==> src/rtl/core/pvrop_queue.sv <==
// Short FIFO between front and back ends.
// No package dependency; entry width and depth set by parameters.
module pvrop_queue #(
    parameter int unsigned WIDTH = 32,
    parameter int unsigned DEPTH = 2
) (
    input  logic             clk,
    input  logic             rst_n,
    input  logic             push,
    input  logic [WIDTH-1:0] push_data,
    output logic             full,
    input  logic             pop,
    output logic             valid,
    output logic [WIDTH-1:0] head
);

    localparam int unsigned PW = (DEPTH > 1) ? $clog2(DEPTH) : 1;

    logic [WIDTH-1:0] mem_reg [DEPTH];
    logic [PW-1:0]    wr_ptr_reg;
    logic [PW-1:0]    rd_ptr_reg;
    logic [PW:0]      count_reg;

    assign full  = count_reg == (PW+1)'(DEPTH);
    assign valid = count_reg != '0;
    assign head  = mem_reg[rd_ptr_reg];

    // Pointers and fill count
    always_ff @(posedge clk or negedge rst_n)
    begin
        if (!rst_n)
        begin
            wr_ptr_reg <= '0;
            rd_ptr_reg <= '0;
            count_reg  <= '0;
        end
        else
        begin
            if (push)
            begin
                wr_ptr_reg <= (wr_ptr_reg == PW'(DEPTH - 1)) ? '0 : wr_ptr_reg + 1'b1;
            end
            if (pop)
            begin
                rd_ptr_reg <= (rd_ptr_reg == PW'(DEPTH - 1)) ? '0 : rd_ptr_reg + 1'b1;
            end
            if (push && !pop)
            begin
                count_reg <= count_reg + 1'b1;
            end
            else if (pop && !push)
            begin
                count_reg <= count_reg - 1'b1;
            end
        end
    end

    // Entry storage
    always_ff @(posedge clk)
    begin
        if (push)
        begin
            mem_reg[wr_ptr_reg] <= push_data;
        end
    end

endmodule

==> config.mk <==
export PLATFORM = sky130hd
export DESIGN_NAME = pvrop_queue
export DESIGN_NICKNAME = d
export VERILOG_FILES = /design/src/rtl/core/pvrop_queue.sv
export SDC_FILE = /design/constraint.sdc
export NUM_CORES = 1
export LEC_CHECK = 0
export ABC_CLOCK_PERIOD_IN_PS = 2700
export BUFFER_PORTS_ARGS = -buffer_cell sky130_fd_sc_hd__buf_2
export CORE_MARGIN = 2
export CORE_UTILIZATION = 45
export CTS_CLUSTER_DIAMETER = 100
export CTS_CLUSTER_SIZE = 25
export DETAILED_ROUTE_END_ITERATION = 10
export MAX_ROUTING_LAYER = met4
export PLACE_DENSITY_LB_ADDON = 0.05
export SETUP_SLACK_MARGIN = 0.1
export SYNTH_ARGS = -nofsm -noshare
export SYNTH_HDL_FRONTEND = slang
export SYNTH_SLANG_ARGS = --single-unit
==> constraint.sdc <==
create_clock -name clk -period 2.7 [get_ports clk]
set_input_delay 0.405 -clock clk [delete_from_list [all_inputs] [get_ports clk]]
set_output_delay 0.405 -clock clk [all_outputs]
set_load 0.05 [all_outputs]
=== Yosys cells after proc, flatten, opt, wreduce, memory -nomap -nowiden ===
Memory sizes are Yosys's and may differ from the RTL's.
Cells that the tools add are included.

* Output and inout bits: 34
* Logic and storage cells: 21
* Memory bits (read-only): 0
* Memories kept: 1
* Input bits: 36
* Memory bits (writable): 64
* Bits in latches: 0
* Register bits after elaboration: 4

* Mux-type cells: 6
* Shift operators: 0
* $lt $le $gt $ge: 0
* Div/mod/pow operators: 0
* Multiply operators: 0
* Add/sub/neg operators: 4
* Bitwise operators: 0
* Equal/unequal tests: 1
* Reduce and logical (&&, ||, !) cells: 6

{| class="wikitable"
|+ Memories
! name !! depth !! width !! read ports !! clocked after Yosys merged registers in !! write ports !! RTL line !! text
|-
| mem_reg || 2 || 32 || 1 || 0 || 1 || 19 || <nowiki>logic [WIDTH-1:0] mem_reg [DEPTH];</nowiki>
|}

{| class="wikitable"
|+ Operators by type and width
! cell !! count
|-
| $mux W1 || 4
|-
| $mux W2 || 2
|-
| $reduce_bool A2 Y1 || 2
|-
| $add A1 B1 Y1 const B || 2
|-
| $add A2 B1 Y2 const B || 1
|-
| $eq A2 B2 Y1 const B || 1
|-
| $logic_and A1 B1 Y1 || 2
|-
| $logic_not A1 Y1 || 2
|-
| $sub A2 B1 Y2 const B || 1
|}

=== Longest topological paths before layout ===
* Depth in word-level cells: 4
* Gate-level depth with buffers: 5
* Gate-level depth less buffers: 5

=== Worst setup path before layout ===
Ideal clock, no wire load.

* Path type: input -> register
* From: input push
* To: memory mem_reg[0][0] (enable)
* Arrival: 1.853 ns
* Cell stages on the path: 1
* Path buffers: 0
* Data required time: 2.275 ns
* Setup time: 0.425 ns
* Slack: 0.423 ns
* Path through: nor2b_1

* Cells in the longest elaborated chain, start to end: 2

{| class="wikitable"
|+ Ends and longest elaborated chain
! element !! RTL line !! text
|-
| start, declared || 9 || <nowiki>input logic push,</nowiki>
|-
| $mux W1 || 61 || <nowiki>if (push)</nowiki>
|-
| $mux W1 (not written as such) || 63 || <nowiki>mem_reg[wr_ptr_reg] <= push_data;</nowiki>
|-
| end, declared || 19 ||
|}

No other way between the ends.

=== Worst setup path after layout ===
* From: register rd_ptr_reg
* To: output head[4]

* Cells in the longest elaborated chain, start to end: 1

{| class="wikitable"
|+ Ends and longest elaborated chain
! element !! RTL line !! text
|-
| start, declared || 21 || <nowiki>logic [PW-1:0] rd_ptr_reg;</nowiki>
|-
| start signal, assigned || 45 || <nowiki>rd_ptr_reg <= (rd_ptr_reg == PW'(DEPTH - 1)) ? '0 : rd_ptr_reg + 1'b1;</nowiki>
|-
| $mem_v2 Z2 W32 || -- ||
|-
| end, declared || 14 || <nowiki>output logic [WIDTH-1:0] head</nowiki>
|}

No other way between the ends.

==> results_dict.tcl <==
set metrics [dict create \
    status "finished clean" \
    cts_buffer_depth 2 \
    worstPathCellList "buf_12 > mux2_4 > buf_2" \
    cp.required_ns 2.30 \
    first_pass_iters 4 \
    finalSetupViolCount 0 \
    clk_pin_slew_ns 0.07 \
    final.setup.tns_ns 0 \
    relSlewSlack_pct 48.19 \
    antenna_found_initial 0 \
    finalMaxSlewViolations 0 \
    grt_pass1_vias 1351 \
    htreeDepth 3 \
    post-route-util_pct 59.17 \
    die_y_um 80.76 \
    grt_overflow_total 0 \
    grt_max_degree 33 \
    antennaDiodeCount 0 \
    cp_num_buf_inv 2 \
    cts_buffers 9 \
    worstRegToRegCells 1 \
    maxCapViolations 0 \
    min_period_ns 2.242 \
    fin_crit_sh_pct 83.02 \
    post_cts_buffers 0 \
    clock-sinks 68 \
    drt_iter0_drc 71 \
    layout_common_cells "buf_2 (69), edfxtp_1 (64), mux2_4 (29)" \
    worstHoldPathCells 1 \
    die_area_um2 6521 \
    ys_types 14 \
    r2r_setup_slack_ns 1.19 \
    yosys_warnings 0 \
    slowest_delay_ns 0.71 \
    nets 232 \
    grt_pass1_wl_mm 6.299 \
    cp.arrival_ns 1.84 \
    ys_seq_elements 68 \
    mostFrequentLayoutCell "buf_2" \
    gr-usage-all-layers_pct 14.22 \
    r2r-end "mem_reg[1][25]$_DFFE_PP_" \
    crit_type "flip-flop to primary output" \
    synth_seq_area_share_pct 76.26 \
    tightest_slew_ns 0.7772 \
    avgSynthCellArea_um2 22.86 \
    reg2reg_from "wr_ptr_reg$_DFFE_PN0P_" \
    start_util_pct 47.28 \
    holdPathEnd "mem_reg[1][14]$_DFFE_PP_" \
    syn_nets 153 \
    cts_tree "built" \
    ios 70 \
    worstSkewPairLatency_ns 0.33 \
    rsz0062_at_grt "no" \
    wire_per_inst_um 15.31 \
    hold_start "push_data[14]" \
    pwr_density_cell_nw_per_um2 1286 \
    hpwl_mm 2.792 \
    crit_path_max_fanout 17 \
    cp_slowest_cell "dfrtp_2" \
    fp-row-count 27 \
    worst_clock_skew_ns 0.002223 \
    hold_path.class "input port to flip-flop" \
    num_vias 1295 \
    chipWidth_um 80.76 \
    start_kind "flip-flop" \
    holdBufCountCts 1 \
    max_freq_mhz 446.1 \
    layoutNonFillerInstCount 272 \
    portBuffers 69 \
    hold_violations 0 \
    syn_area_um2 2651 \
    gp_congestion 0.6349 \
    crit_family "flip-flops" \
    hold-worst-slack_ns 0.2544 \
    wirelength_mm 4.163 \
    cts-root-buf "clkbuf_8" \
    place_inst 255 \
    drc_errors 0 \
    drive_gt1_share_pct 60.00 \
    end_kind "primary output" \
    coreArea_um2 5608 \
    vdd_drop_max_mv 0.6546 \
    syn_inst 116 \
    largest_reg_flops 64 \
    drtAntennaViolNets 0 \
    area_growth_pct 25.15 \
    p_leak_nw 1.362 \
    viasPerCell 4.761 \
    cts-resized-gates 0 \
]
[worst max-delay path by stage]
stage                                start                       to  slack (ns)  cells past startpoint
global placement    rd_ptr_reg$_DFFE_PN0P_                  head[4]        0.81                      3
global route        rd_ptr_reg$_DFFE_PN0P_                  head[4]        0.40                      3
floorplan                             push  mem_reg[0][0]$_DFFE_PP_        0.42                      1
finish              rd_ptr_reg$_DFFE_PN0P_                  head[4]        0.46                      3
detailed placement  rd_ptr_reg$_DFFE_PN0P_                  head[4]        0.80                      3
CTS                 rd_ptr_reg$_DFFE_PN0P_                  head[4]        0.42                      3
[cells by family (layout without fill, tap and decap cells)]
logic type / after synthesis / in the layout / share of synthesized area [%]
XOR/XNOR: 5 / 5 / 1.652
adder cells (fa/ha/maj): 1 / 1 / 0.4718
buffers and inverters: 5 / 89 / 2.831
flip-flops: 68 / 68 / 76.26
multiplexers: 32 / 32 / 17.70
AND/OR/NAND/NOR: 5 / 5 / 1.086
[stage by stage]
step	setup slack [ns]	total power, W	cell area (um2)
after detailed placement	0.8020	0.003255	3053
after global routing	0.3967	0.004441	3318
after CTS	0.4184	0.004322	3318
after floorplan	0.4225	0.003010	2651
after global placement	0.8150	0.003226	3053
final	0.4583	0.004266	3318
[synthesized netlist by cell type (all sizes together)]
cell type | number | area, um2
or2 | 1 | 6.260
mux2 | 32 | 469.2
xor2 | 4 | 35.03
edfxtp | 64 | 1922
nor2 | 1 | 3.750
nor2b | 2 | 12.51
ha | 1 | 12.51
dfrtp | 4 | 100.1
buf | 4 | 71.32
inv | 1 | 3.750
and2 | 1 | 6.260
xnor2 | 1 | 8.760
[cell type report]
type | instances | area [um2]
Multi-Input combinational cell | 43 | 563.0
Inverter | 1 | 3.754
Timing Repair Buffer | 72 | 382.9
Sequential cell | 68 | 2023
Clock buffer | 11 | 131.4
Tap cell | 72 | 90.09
Fill cell | 446 | 2290
Clock inverter | 5 | 123.9
[power breakdown]
part	total (W)	leakage (nW)	switching (W)	internal, W
Sequential	0.00154	0.646	0.000136	0.00141
Clock	0.00106	0.125	0.000353	0.000705
Combinational	0.00166	0.591	0.00110	0.000561
[routing by layer]
| layer | wire (um) | track usage, % |
|---|---|---|
| met1 | 1663 | 15.85 |
| met2 | 2067 | 21.17 |
| met3 | 334 | 5.889 |
| met4 | 97 | 9.153 |
| met5 | 0 | - |
(Power assumes the default switching activity.)
