### src/rtl/core/pvrop_pkg.sv
// Shared types and constants for the planar video RAM raster-op controller.
// No dependencies; used by the front, back and top-level modules.
package pvrop_pkg;

    // Fixed field widths
    localparam int unsigned OFFSET_W   = 14;
    localparam int unsigned DATA_W     = 8;
    localparam int unsigned NUM_PLANES = 4;
    localparam int unsigned CFG_IDX_W  = 3;
    localparam int unsigned CFG_DATA_W = 4;

    // Configuration register indexes
    typedef enum logic [CFG_IDX_W-1:0] {
        CFG_HICOLOR     = 3'd0,
        CFG_WIDE_640    = 3'd1,
        CFG_WRITE_MODE  = 3'd2,
        CFG_WRITE_MASK  = 3'd3,
        CFG_READ_MASK   = 3'd4,
        CFG_READ_SEARCH = 3'd5,
        CFG_BANK_B      = 3'd6
    } cfg_idx_t;

    // Write modes (replace and pset each cover two codes)
    localparam logic [2:0] WM_SINGLE    = 3'd0;
    localparam logic [2:0] WM_EXOR      = 3'd1;
    localparam logic [2:0] WM_OR        = 3'd2;
    localparam logic [2:0] WM_RESET     = 3'd3;
    localparam logic [2:0] WM_REPLACE   = 3'd4;
    localparam logic [2:0] WM_REPLACE_1 = 3'd5;

    // Plane availability patterns
    localparam logic [NUM_PLANES-1:0] PLANES_ALL    = 4'hf;
    localparam logic [NUM_PLANES-1:0] PLANES_BANK_A = 4'h3;
    localparam logic [NUM_PLANES-1:0] PLANES_BANK_B = 4'hc;
    localparam logic [NUM_PLANES-1:0] PLANES_WIDE   = 4'h5;

    // Per-access control word, indexed by physical plane
    typedef struct packed {
        logic                  is_write;
        logic [2:0]            mode;
        logic [NUM_PLANES-1:0] hit;   // plane ANDed into the read result
        logic [NUM_PLANES-1:0] miss;  // plane ORed into the search reject mask
        logic [NUM_PLANES-1:0] wen;   // plane written
        logic [NUM_PLANES-1:0] wsel;  // plane selected by the write mask
    } ctl_t;

    localparam int unsigned CTL_W = $bits(ctl_t);

endpackage

### src/rtl/core/pvrop_front.sv
// Front end: configuration registers, address folding and per-plane classification.
// Depends on pvrop_pkg; produces one packed queue entry per accepted access.
module pvrop_front #(
    parameter int unsigned PLANE_DEPTH = 8192,
    localparam int unsigned AW = $clog2(PLANE_DEPTH),
    localparam int unsigned ENTRY_W = AW + pvrop_pkg::DATA_W + pvrop_pkg::CTL_W
) (
    input  logic                             clk,
    input  logic                             rst_n,
    input  logic                             cfg_we,
    input  logic [pvrop_pkg::CFG_IDX_W-1:0]  cfg_index,
    input  logic [pvrop_pkg::CFG_DATA_W-1:0] cfg_data,
    input  logic                             req_type,
    input  logic [pvrop_pkg::OFFSET_W-1:0]   window_offset,
    input  logic [pvrop_pkg::DATA_W-1:0]     write_byte,
    output logic [ENTRY_W-1:0]               entry
);

    localparam int unsigned MW = 20;

    logic                              hicolor_reg;
    logic                              wide_reg;
    logic [2:0]                        mode_reg;
    logic [pvrop_pkg::NUM_PLANES-1:0]  wmask_reg;
    logic [pvrop_pkg::NUM_PLANES-1:0]  rmask_reg;
    logic                              search_reg;
    logic                              bank_reg;

    logic [MW-1:0]                     rem;
    logic [AW-1:0]                     addr;
    logic [pvrop_pkg::NUM_PLANES-1:0]  avail;
    pvrop_pkg::ctl_t                   ctl;

    // Configuration writes
    always_ff @(posedge clk or negedge rst_n)
    begin
        if (!rst_n)
        begin
            hicolor_reg <= 1'b0;
            wide_reg    <= 1'b0;
            mode_reg    <= pvrop_pkg::WM_SINGLE;
            wmask_reg   <= 4'h1;
            rmask_reg   <= 4'h1;
            search_reg  <= 1'b0;
            bank_reg    <= 1'b0;
        end
        else if (cfg_we)
        begin
            case (cfg_index)
                pvrop_pkg::CFG_HICOLOR:     hicolor_reg <= cfg_data[0];
                pvrop_pkg::CFG_WIDE_640:    wide_reg    <= cfg_data[0];
                pvrop_pkg::CFG_WRITE_MODE:  mode_reg    <= cfg_data[2:0];
                pvrop_pkg::CFG_WRITE_MASK:  wmask_reg   <= cfg_data;
                pvrop_pkg::CFG_READ_MASK:   rmask_reg   <= cfg_data;
                pvrop_pkg::CFG_READ_SEARCH: search_reg  <= cfg_data[0];
                pvrop_pkg::CFG_BANK_B:      bank_reg    <= cfg_data[0];
                default:                    ;
            endcase
        end
    end

    // Plane address: offset (halved in wide mode) modulo the plane depth,
    // by conditional subtraction of depth*8, *4, *2, *1
    always_comb
    begin
        rem = wide_reg ? MW'(window_offset[pvrop_pkg::OFFSET_W-1:1]) : MW'(window_offset);
        for (int i = 3; i >= 0; i--)
        begin
            if (rem >= (MW'(PLANE_DEPTH) << i))
            begin
                rem = rem - (MW'(PLANE_DEPTH) << i);
            end
        end
    end

    assign addr = rem[AW-1:0];

    // Logical planes available for search and replace/pset
    assign avail = ((hicolor_reg ? pvrop_pkg::PLANES_ALL : 4'h0)
                    | (bank_reg ? pvrop_pkg::PLANES_BANK_B : pvrop_pkg::PLANES_BANK_A))
                   & (wide_reg ? pvrop_pkg::PLANES_WIDE : pvrop_pkg::PLANES_ALL);

    // Per physical plane roles; in wide mode odd offsets map logical I/III to II/IV
    always_comb
    begin
        logic [1:0] k;
        logic       active;
        ctl.is_write = req_type;
        ctl.mode     = mode_reg;
        for (int p = 0; p < 4; p++)
        begin
            k      = wide_reg ? (2'(p) & 2'b10) : 2'(p);
            active = !wide_reg || (2'(p) & 2'b01) == {1'b0, window_offset[0]};
            ctl.hit[p]  = active && rmask_reg[k] && (!search_reg || avail[k]);
            ctl.miss[p] = active && search_reg && avail[k] && !rmask_reg[k];
            ctl.wsel[p] = wmask_reg[k];
            ctl.wen[p]  = req_type && active && (mode_reg[2] ? avail[k] : wmask_reg[k]);
        end
    end

    assign entry = {addr, write_byte, ctl};

endmodule

### config.mk
export PLATFORM = sky130hd
export DESIGN_NAME = pvrop_front
export DESIGN_NICKNAME = d
export VERILOG_FILES = /design/src/rtl/core/pvrop_pkg.sv /design/src/rtl/core/pvrop_front.sv
export SDC_FILE = /design/constraint.sdc
export NUM_CORES = 1
export LEC_CHECK = 0
export ABC_AREA = 1
export ABC_CLOCK_PERIOD_IN_PS = 2410
export BUFFER_PORTS_ARGS = -buffer_cell sky130_fd_sc_hd__buf_2
export CAP_MARGIN = 20
export CORE_ASPECT_RATIO = 1.4
export CORE_MARGIN = 3
export CORE_UTILIZATION = 47
export CTS_BUF_LIST = sky130_fd_sc_hd__clkbuf_4
export DETAILED_ROUTE_END_ITERATION = 10
export PLACE_DENSITY = 0.84
export SETUP_SLACK_MARGIN = 0.3
export SKIP_CTS_REPAIR_TIMING = 1
export SYNTH_ARGS = -nofsm -noshare
export SYNTH_HDL_FRONTEND = slang
export SYNTH_SLANG_ARGS = --single-unit
### constraint.sdc
create_clock -name clk -period 2.41 [get_ports clk]
set_input_delay 0.241 -clock clk [delete_from_list [all_inputs] [get_ports clk]]
set_output_delay 0.241 -clock clk [all_outputs]
set_load 0.005 [all_outputs]
Yosys cells after proc, flatten, opt, wreduce, memory -nomap -nowiden
Index checks and enable logic that the tools add are counted.
- bits in registers: 15
- multiplexer cells: 26
- $add $sub $neg: 4
- magnitude comparators: 6
- equal/unequal tests: 6
- bitwise operators: 3
- reductions and logical operators: 44
- operators with widths (kind ; count):
    $mux W20 ; 3
    $logic_and A1 B1 Y1 ; 24
    $ge A20 B14 Y1 const B ; 1
    $ge A20 B15 Y1 const B ; 1
    $ge A20 B16 Y1 const B ; 1
    $sub A20 B15 Y20 const B ; 1
    $sub A20 B16 Y20 const B ; 1
    $sub A14 B17 Y18 const B ; 1
    $ge A14 B17 Y1 const B ; 1
    $mux W14 ; 1
    $reduce_and A2 Y1 ; 7
    $mux W13 ; 1
    $sub A13 B1 Y13 const B ; 1
    $bmux W1 S2 ; 6
    $mux W1 ; 12
    $mux W4 ; 3
    $eq A3 B3 Y1 const B ; 3
    $eq A3 B2 Y1 const B ; 2
    $logic_not A1 Y1 ; 6
    $logic_or A1 B1 Y1 ; 6
    $and A4 B4 Y4 ; 1
    $or A4 B4 Y4 ; 1
    $eq A3 B1 Y1 const B ; 1
    $logic_not A3 Y1 ; 1
    other kinds (3) ; 3

Depth between registers and ports, before layout
- depth after elaboration: 9
- depth in mapped cells: 6
- depth with buffers taken out: 6

Worst setup path before layout
Ideal clock, no wire load.
- kind: register -> output
- start: reg wide_reg
- end: out entry[5]
- data required time: 2169 ps
- path buffers: 1
- arrival time: 863 ps
- path slack: 1306 ps
- stages on the path, launching flop included: 5
- cell sequence: dfrtp_1 buf_6 a21oi_1 nand2_1 nor2_1
- word-level cells in the longest chain between the ends: 6
- elaborated cells between the ends (all ways): 12
- classes of those cells: mux (7); bitwise (1); reduce/logical (4)
- RTL lines (what ; line ; text):
    from (decl) ; pvrop_front.sv:22 ; logic wide_reg;
    from (signal assigned) ; pvrop_front.sv:51 ; pvrop_pkg::CFG_WIDE_640: wide_reg <= cfg_data[0];
    $mux W4 ; pvrop_front.sv:81 ; & (wide_reg ? pvrop_pkg::PLANES_WIDE : pvrop_pkg::PLANES_ALL);
    $and A4 B4 Y4 ; pvrop_front.sv:81 ;
    $bmux W1 S2 ; pvrop_front.sv:97 ; ctl.wen[p] = req_type && active && (mode_reg[2] ? avail[k] : wmask_reg[k]);
    $mux W1 (implied by the code) ; pvrop_front.sv:97 ;
    $mux W1 ; pvrop_front.sv:97 ;
    $logic_and A1 B1 Y1 * ; pvrop_front.sv:97 ;
    to (decl) ; pvrop_front.sv:16 ; output logic [ENTRY_W-1:0] entry
Mark *: on every way between the ends. The rest lies on a longest branch, timed or not. The select of a mux whose other input is x is not followed.

Worst setup path in the final report
- start: reg wide_reg
- end: out entry[7]
Same word-level chain as after synthesis.

==> flow_metrics.py <==
metrics = {
    "pwr": {
        "p_total_mw": 0.868,
        "power_per_cell_area_mw_per_mm2": 624,
        "vdd_ir_drop_max_uv": 364,
        "p_leak_nw": 0.908,
    },
    "yosys": {
        "netlist_instances": 190,
        "syn_avg_cell_area_um2": 6.01,
        "syn-num-nets": 223,
        "synth_top_area_frac": 0.306,
        "synth_top_cell_by_area": "nand2_1",
        "synth-seq-area-share": 0.331,
        "ys_ff_latch": 15,
        "synth_warnings": 0,
        "synth_area_mm2": 0.00114,
        "ys_top_cells_by_area": "nand2_1, dfrtp_1, buf_4",
        "synth_cell_types": 18,
    },
    "die": {
        "start_util": 0.507,
        "die_h_um": 64.3,
        "die-area_mm2": 0.00306,
        "row_count": 20,
        "pin_count": 74,
        "core_mm2": 0.00225,
        "die_w_um": 47.6,
    },
    "drt": {
        "via_per_inst": 4.82,
        "post_drt_wl_per_cell_um": 10.1,
        "drt-initial-drc-count": 28,
        "wirelength_mm": 2.62,
        "vias": 1252,
        "antenna_left": 0,
        "drc": 0,
        "firstDrtPassIters": 4,
    },
    "min_path": {
        "worstHoldPathType": "primary input to flip-flop",
        "min_from": "cfg_data[3]",
        "hold-path-endpoint": "wmask_reg[3]",
        "min_path_cells": 3,
    },
    "final_layout": {
        "antennaDiodeCount": 0,
        "final_cell_mix": "nand2_1, buf_2, inv_1, nor2_1, nand3_1",
        "area_growth_pct": 21.9,
        "drive_gt1_frac": 0.294,
        "final_common_cell": "nand2_1",
        "finish.utilization": 0.618,
        "fin_nets": 272,
    },
    "timing": {
        "rsz0062_at_grt": "false",
        "fin_crit_sh": 0.723,
        "fin_crit_ps": 1740,
        "setup_tns_ps": 0,
        "hold_viol": 0,
        "clock_skew_ps": 0,
        "maxSlewViolCount": 0,
        "whs_ps": 195,
        "worst_pin_slew_ps": 466,
        "relSlewSlack": 0.689,
        "setup_viol": 0,
        "fmax_mhz": 574,
        "final.setup.worst_slack_ps": 668,
    },
    "grt": {
        "grt_pass1_vias": 1058,
        "grt_pass1_wl_mm": 4.23,
        "grt_start_max_net_pins": 23,
        "grt_remaining_overflow": 0,
        "antenna_found_initial": 0,
        "track_usage": 0.185,
    },
    "critical_path": {
        "crit_type": "flip-flop to output pin",
        "slowest_delay_ps": 380,
        "crit_path_start_kind": "flip-flop",
        "crit_top_cell": "nor2_1",
        "cp_slowest_cell": "dfrtp_1",
        "r2r-start": "wide_reg",
        "crit_arrival_ps": 1500,
        "cp_max_fo": 16,
        "rr_worst_depth": 3,
        "path_delay_family": "buffers and inverters",
        "reg2reg_to": "wide_reg",
        "endpoint_kind": "output pin",
        "worst-path-buf-inv": 2,
        "path_cells": "inv_1 -> nand2_1 -> nand2_2 -> nor2_1 -> nor2_1 -> buf_2",
        "worstPathRequired_ps": 2170,
        "r2r_slack_ps": 1550,
        "worstSetupPathDepth": 6,
    },
    "clock_tree": {
        "clockBufferDepth": 2,
        "cts_tree": "done",
        "cts_buffers": 3,
        "clk_latency_ps": 280,
        "cts_sinks": 15,
        "clk_pin_slew_ps": 80,
        "htree_levels": 1,
        "cts_root_buf": "clkbuf_4",
    },
    "place": {
        "dp_slack_ps": 1010,
        "io_buffers": 57,
        "place.gp.congestion": 0.783,
        "post-dp-hpwl_mm": 2.14,
    },
    "status": {
        "status": "completed",
    },
    "job": {
        "maxCapViolations": 0,
    },
}
-- worst max-delay path by stage --
stage / start / end / slack (ps)
after global routing: wide_reg / entry[7] / 530
final: wide_reg / entry[7] / 670
after floorplan: wide_reg / entry[5] / 1310
after CTS: wide_reg / entry[5] / 680
after global placement: wide_reg / entry[15] / 1050
after detailed placement: wide_reg / entry[5] / 1010
-- layer usage --
metal / track usage / up-vias / wire length [um]
met3: 0.0282 / 7 / 281
met5: 0 / - / 0
met2: 0.302 / 58 / 1160
li1: - / 662 / -
met4: 0.101 / 0 / 70
met1: 0.217 / 525 / 1110
-- logic make-up (layout without fill, tap and decap cells) --
logic type,after synthesis,after routing,synth area share
AO/OA/AOI/OAI,10,10,0.0471
buffers and inverters,35,83,0.162
flip-flops,15,15,0.331
AND/OR/NAND/NOR,130,130,0.459
-- Yosys cell counts --
master and count:
nand2_1 93, buf_4 12, o21ai_2 1, nand3_1 14, buf_6 1, nor2_4 1, buf_2 1, dfstp_2 2
nor2_2 1, clkbuf_1 1, nor2_1 16, inv_2 1, a21oi_1 1, o21ai_0 8, inv_1 19, nand2_2 2
dfrtp_1 13, nor3_1 3
-- worst reg2reg max path, stage by stage, from the launching register on --
cell and delay [ps]:
dfrtp_1 380, buf_4 200, o21ai_0 90, nand2_1 70
-- area by class of cell --
cell class / instances / area (um2)
Clock buffer: 4 / 30.0
Fill cell: 248 / 861
Inverter: 20 / 75.1
Multi-Input combinational cell: 140 / 578
Sequential cell: 15 / 378
Tap cell: 22 / 27.5
Timing Repair Buffer: 59 / 303
-- metrics by stage --
stage / instances / instance area [um2]
final: 260 / 1390
after global routing: 260 / 1390
after floorplan: 190 / 1140
after CTS: 259 / 1380
after detailed placement: 255 / 1350
after global placement: 255 / 1350
-- power breakdown --
part / internal (mW) / leakage, nW / switching [mW]
Sequential: 0.303 / 0.184 / 0.0454
Combinational: 0.159 / 0.706 / 0.208
Clock: 0.0757 / 0.0184 / 0.0768
Total: 0.538 / 0.908 / 0.330
Note: power is estimated with default switching activity, not from simulation.
